==> config.mk <==
export PLATFORM = sky130hd
export DESIGN_NAME = ttcw_div
export DESIGN_NICKNAME = d
export VERILOG_FILES = /design/src/hdl/ttcw_pkg.sv /design/src/hdl/ttcw_div.sv
export VERILOG_INCLUDE_DIRS = /design/src /design/src/hdl
export SDC_FILE = /design/constraint.sdc
export NUM_CORES = 1
export LEC_CHECK = 0
export BUFFER_PORTS_ARGS = -buffer_cell sky130_fd_sc_hd__buf_2
export CAP_MARGIN = 20
export CELL_PAD_IN_SITES_DETAIL_PLACEMENT = 1
export CELL_PAD_IN_SITES_GLOBAL_PLACEMENT = 2
export CORE_MARGIN = 8
export CORE_UTILIZATION = 37
export CTS_CLUSTER_DIAMETER = 30
export DETAILED_ROUTE_END_ITERATION = 7
export PLACE_DENSITY = 0.88
export SLEW_MARGIN = 20
export SYNTH_ARGS = -nofsm -noshare
export SYNTH_HDL_FRONTEND = slang
export SYNTH_SLANG_ARGS = --single-unit
==> constraint.sdc <==
create_clock -name clk_i -period 7.35 [get_ports clk_i]
set_input_delay 0.3675 -clock clk_i [delete_from_list [all_inputs] [get_ports clk_i]]
set_output_delay 0.3675 -clock clk_i [all_outputs]
set_load 0.01 [all_outputs]
==> src/hdl/track_time_to_cell_walker_core_assert.svh <==
// assertion macros shared by the walker modules
`ifndef TRACK_TIME_TO_CELL_WALKER_CORE_ASSERT_SVH
`define TRACK_TIME_TO_CELL_WALKER_CORE_ASSERT_SVH
`ifndef SYNTHESIS
`define TTCW_ASSERT(lbl, prop) \
  lbl: assert property (@(posedge clk_i) disable iff (!rst_ni) prop) \
    else $error("ttcw check failed");
`define TTCW_ASSERT_IMP(lbl, ante, cons) \
  lbl: assert property (@(posedge clk_i) disable iff (!rst_ni) (ante) |-> (cons)) \
    else $error("ttcw check failed");
`else
`define TTCW_ASSERT(lbl, prop)
`define TTCW_ASSERT_IMP(lbl, ante, cons)
`endif
`endif

==> src/hdl/ttcw_pkg.sv <==
package ttcw_pkg;

  localparam int unsigned MaxCells = 262144;
  localparam int unsigned PosW     = $clog2(MaxCells);
  localparam int unsigned LenW     = PosW + 1;
  localparam int unsigned GrpW     = PosW - 3;
  localparam int unsigned Groups   = MaxCells / 8;
  localparam int unsigned RateW    = 24;
  localparam int unsigned DivW     = 48;
  localparam int unsigned IterW    = 6;
  localparam int unsigned RateBits = 29;
  localparam int unsigned IncW     = RateBits;
  localparam int unsigned HalfGiga = 500000000;

  localparam logic [DivW-1:0] RateDividend = DivW'(HalfGiga) << (DivW - RateBits);

  localparam logic [1:0] CfgTrackCells = 2'd0;
  localparam logic [1:0] CfgVarRate    = 2'd1;
  localparam logic [1:0] CfgFixedRate  = 2'd2;

  typedef enum logic [1:0] {
    ModeLoad = 2'd0,
    ModeWalk = 2'd1,
    ModeFill = 2'd2,
    ModeMark = 2'd3
  } mode_e;

  typedef struct packed {
    logic            start;
    logic [DivW-1:0] dividend;
    logic [DivW-1:0] divisor;
    logic [IterW-1:0] iters;
  } div_req_t;

  typedef struct packed {
    logic            busy;
    logic            done;
    logic [DivW-1:0] quot;
    logic [DivW-1:0] rem;
  } div_rsp_t;

  typedef struct packed {
    logic             rate_we;
    logic [GrpW-1:0]  rate_waddr;
    logic [RateW-1:0] rate_wdata;
    logic [GrpW-1:0]  rate_raddr;
    logic             mark_we;
    logic [GrpW-1:0]  mark_waddr;
    logic [GrpW-1:0]  mark_raddr;
  } store_req_t;

  typedef struct packed {
    logic             busy;
    logic [RateW-1:0] rate_rdata;
    logic             mark_rdata;
  } store_rsp_t;

endpackage

==> src/hdl/ttcw_div.sv <==
module ttcw_div (
  input  logic              clk_i,
  input  logic              rst_ni,
  input  ttcw_pkg::div_req_t req_i,
  output ttcw_pkg::div_rsp_t rsp_o
);
  `include "track_time_to_cell_walker_core_assert.svh"

  logic                        busy_q, done_q;
  logic [ttcw_pkg::IterW-1:0]  cnt_q;
  logic [ttcw_pkg::DivW-1:0]   r_q, q_q, d_q;
  logic [ttcw_pkg::DivW:0]     r2, diff;
  logic                        ge;

  assign r2   = {r_q, q_q[ttcw_pkg::DivW-1]};
  assign diff = r2 - {1'b0, d_q};
  assign ge   = r2 >= {1'b0, d_q};

  always_ff @(posedge clk_i or negedge rst_ni) begin
    if (!rst_ni) begin
      busy_q <= 1'b0;
      done_q <= 1'b0;
      cnt_q  <= '0;
    end else begin
      done_q <= 1'b0;
      if (req_i.start) begin
        busy_q <= 1'b1;
        cnt_q  <= req_i.iters;
      end else if (busy_q) begin
        cnt_q <= cnt_q - 1'b1;
        if (cnt_q == ttcw_pkg::IterW'(1)) begin
          busy_q <= 1'b0;
          done_q <= 1'b1;
        end
      end
    end
  end

  always_ff @(posedge clk_i) begin
    if (req_i.start) begin
      r_q <= '0;
      q_q <= req_i.dividend;
      d_q <= req_i.divisor;
    end else if (busy_q) begin
      r_q <= ge ? diff[ttcw_pkg::DivW-1:0] : r2[ttcw_pkg::DivW-1:0];
      q_q <= {q_q[ttcw_pkg::DivW-2:0], ge};
    end
  end

  assign rsp_o.busy = busy_q;
  assign rsp_o.done = done_q;
  assign rsp_o.quot = q_q;
  assign rsp_o.rem  = r_q;

  `TTCW_ASSERT_IMP(a_rem_below_divisor, busy_q, r_q < d_q)
  `TTCW_ASSERT_IMP(a_done_not_busy, done_q, !busy_q)
  `TTCW_ASSERT(a_done_after_busy, done_q |-> $past(busy_q))

endmodule

# == Yosys cells after proc, flatten, opt, wreduce, memory -nomap -nowiden ==
# Cells that the tools add are included.
# op_classes
n_addsub,2
multipliers,0
div_mod_pow,0
order_cmp,1
eq_ne,1
shift,0
n_mux,11
bitwise_logic,0
n_reduce_logical,1
# op_table
operator,n
two-way mux 48 bit,3
>= comparator 49 x 48 -> 1 bit,1
subtractor 48 bit,1
two-way mux 6 bit,2
"equality test 6 x 1 -> 1 bit, second input constant",1
two-way mux 1 bit,6
"subtractor 6 x 1 -> 6 bit, second input constant",1
nonzero test 2 bit,1
# totals
regBits,152
latch_bits,0
ramBits,0
mem_bits_ro,0
word_cells,22
memories,0

# == Depth between registers and ports, before layout ==
# logic_depth
depth_word,4
ltp_mapped,15
ltp_nobuf,13

# == Worst setup path before layout ==
# No wires, ideal clock.
# synth_path
path_kind,register to register
from,register d_q[1] (netlist bit)
to,register r_q[36] (netlist bit)
arrival_time_ps,2924
required_ps,7206
slack_ps,4281
path_stages_with_launch,13
path_buffers,0
period_less_slack_ps,3069
path_cell_list,edfxtp_1 inv_1 ha_1 nor2b_1 o211ai_1 a21boi_1 o211ai_1 a2111oi_4 nor2_2 o41ai_4 or4b_1 mux2i_1 a2111oi_2
# synth_between
elab_chain_len,2
word_cells_on_any_way,3
cone_classes,1 x add/sub; 1 x order compare; 1 x mux
# synth_lines
element,line_no,text
from (decl),ttcw_div.sv:11,"logic [ttcw_pkg::DivW-1:0] r_q, q_q, d_q;"
from (signal assigned),ttcw_div.sv:43,d_q <= req_i.divisor;
subtractor 48 bit or >= comparator 49 x 48 -> 1 bit (tied branches),"ttcw_div.sv:16, ttcw_div.sv:17",
two-way mux 48 bit (*),ttcw_div.sv:45,r_q <= ge ? diff[ttcw_pkg::DivW-1:0] : r2[ttcw_pkg::DivW-1:0];
to (signal assigned),ttcw_div.sv:45,
to (decl),ttcw_div.sv:11,
# Every way passes the cells marked *; elsewhere a longest branch is shown, timed or not.
# A chain may end at the register's enable or synchronous reset.

# == Worst setup path in the final report ==
# Ends and elaborated chain as after synthesis.

==> out/results.txt <==
Antenna diodes = 0
Main synth FF type = edfxtp_1
synth unique cells = 64
Max Clock Skew = 0.0181 ns
die height = 174 um
drt drc = 0
clock slew at reported path FFs = 0.08 ns
Hold-fix buffers, CTS = 1
Leak = 4.86 nW
Synth Area in XOR/XNOR = 0.0382
EDFF count, synth = 96
clock sinks = 152
Peak VDD IR = 0.000148 V
Initial Util = 0.377
FFs w/ async S/R, synth = 0.0526
setup TNS = 0 ns
initial antenna violation count = 6
most frequent cells in the layout = 201 x buf_2, 96 x edfxtp_1, 79 x nor2_1, 69 x inv_1, 67 x a21oi_1
Fill cells = 2,786
Worst-Skew Late Latency = 0.44 ns
status = complete, no violations
critical-path cell list = inv_1 > ha_1 > nor2b_1 > o211ai_1 > a21boi_1 > o211ai_1 > a2111oi_4 > nor2_2 > o41ai_4 > buf_4 > or4b_1 > mux2i_1 > a2111oi_2
total power = 4.42 mW
Routed Antenna Nets = 0
Final setup viols = 0
Crit-path slowest cell = o41ai_4
I/O Buffers = 202
multiplexer share of the synthesized area = 0.0916
RSZ-0062 raised after global routing = false
endpoints failing hold = 0
Slew @ Worst Pin = 1.07 ns
synthesized area per cell = 9.83 um2
CTS buffer count = 17
HPWL Detailed = 21.4 mm
Critical Path AT = 4.75 ns
post-cts repair resize count = 0
number of max-cap violations = 0
Site Rows = 57
Vias/cell = 5.36
number of synthesized register bits = 152
routed len/inst = 19.7 um
Max Slew Vio Count = 0
sequential element share of the synthesized area = 0.441
synth warn = 0
CORE AREA = 24,300 um2
Period Utilization, post-route = 0.609
crit start category = flip-flop
routed vias = 7,739
Synth-to-Final Area Change = 20.0%
post-synthesis adder-cell area fraction = 0.0703
vias in the first global route = 8,284
CP max stage delay = 0.93 ns
clock buffer depth = 2
cell mode on critical path = o211ai_1
share of cells above drive strength 1 = 0.268
Simple-Gate Fraction of Synth Area = 0.122
CTS tree = yes
GP Congestion = 0.850
die area = 30,100 um2
pwr dens = 401 nW/um2
Mapped Nets = 1,090
CP endpoint kind = flip-flop
setup bufs post-CTS = 0
Cells after Synth = 934
GRT Overall Usage = 0.187
Area contributors post-synth = edfxtp_1 31%, dfxtp_1 10%, ha_1 6.8%
HP Class = in2reg
most common cell after layout, fill and taps aside = buf_2
total wire length = 28.4 mm
Fmax = 0.223 GHz
share of the synthesized area in the top cell type = 0.314
cell area after synthesis = 9180 um2
largest net degree at the start of global routing = 93
CP Max Fanout = 40
clock root cell = clkbuf_16
gr ovfl total = 0
Final Util = 0.453
global-route wire length before repair = 45.6 mm
WS Path Type = reg2reg
CP Data Required Time = 7.62 ns
# nets final = 1,263
Slew HR = 0.284
Min Hold Slack = 0.0949 ns
H-tree depth = 4
Tmin final = 4.48 ns
DRT Pass-1 Iters = 4
area leader, netlist = edfxtp_1
largest family of logic cells by synthesized area = compound AO/OA/AOI/OAI gates
I/O pins = 203
Synth Area in Compound Gates = 0.181
DRT iter0 DRCs = 388
Die Wd = 174 um
-- where the power goes --
group          internal (mW)  total [mW]  switching (mW)
clock                  0.496       0.939           0.443
sequential              1.11        1.28           0.174
combinational          0.908        2.20            1.29
total                   2.51        4.42            1.91
-- final cells by class --
cell class              count  area (um2)  area share
well taps                 324         405      0.0368
multi-input cells         658        4620       0.419
repair buffers            207        1060      0.0959
inverters                  71         267      0.0242
flip-flops and latches    152        4050       0.367
clock buffers              17         425      0.0386
clock inverters            15         204      0.0185
-- cell families (layout without fill, tap and decap cells) --
group	count (synthesis)	after routing
buffers and inverters	124	310
AND/OR/NAND/NOR	238	238
XOR/XNOR	40	40
multiplexers	78	78
adder cells (fa/ha/maj)	51	51
AO/OA/AOI/OAI	251	251
flip-flops	152	152
-- worst max-delay path: cells and delay by family, from the launching register on --
kind                     cells  cell delay (ns)
buffers and inverters        2             0.64
AO/OA/AOI/OAI                6             2.04
multiplexers                 1             0.17
AND/OR/NAND/NOR              3             0.77
flip-flops                   1             0.39
adder cells (fa/ha/maj)      1             0.28
-- layer usage --
metal,vias up,part of all wire,track usage
met2,200,0.48,0.312
met3,39,0.074,0.0671
met5,-,0.0028,0
met1,3719,0.43,0.226
li1,3771,-,-
met4,10,0.014,0.0485
-- metrics by stage --
step / worst slack [ns] / std cells / cell area (um2)
after global placement: 3.06 / 1411 / 10400
after detailed placement: 2.89 / 1411 / 10400
after floorplan: 4.28 / 934 / 9180
after CTS: 2.86 / 1444 / 11000
after global routing: 2.57 / 1444 / 11000
final: 2.87 / 1444 / 11000
-- cells in the mapped netlist, types with 17 or more instances --
library cell / number
dfxtp_1: 48
nor3_1: 17
nor2_1: 79
a21oi_1: 67
a21o_1: 23
mux2i_1: 30
mux2_2: 48
o21ai_0: 48
a211oi_1: 36
ha_1: 50
clkbuf_1: 37
inv_1: 70
xnor2_1: 26
nand2_1: 66
edfxtp_1: 96
-- flip-flops by register name, indices dropped and copies added, names as in the netlist --
register and cells:
done_q 1, cnt_q 6, q_q 48, r_q 48
busy_q 1, d_q 48
-- path summary, 6_finish.rpt --
kind | startpoint | endpoint | slack, ns | cells past startpoint
max in group asynchronous | rst_ni | busy_q | 6.85 | 2
worst max-delay path | d_q[1] | r_q[36] | 2.87 | 13
worst min-delay path | req_i[14] | d_q[8] | 0.09 | 1
min in group asynchronous | rst_ni | done_q | 0.31 | 2
worst max register to register | d_q[1] | r_q[36] | 2.87 | 13
worst min register to register | r_q[46] | r_q[46] | 0.50 | 2
Power figures use the tool's default switching activity.
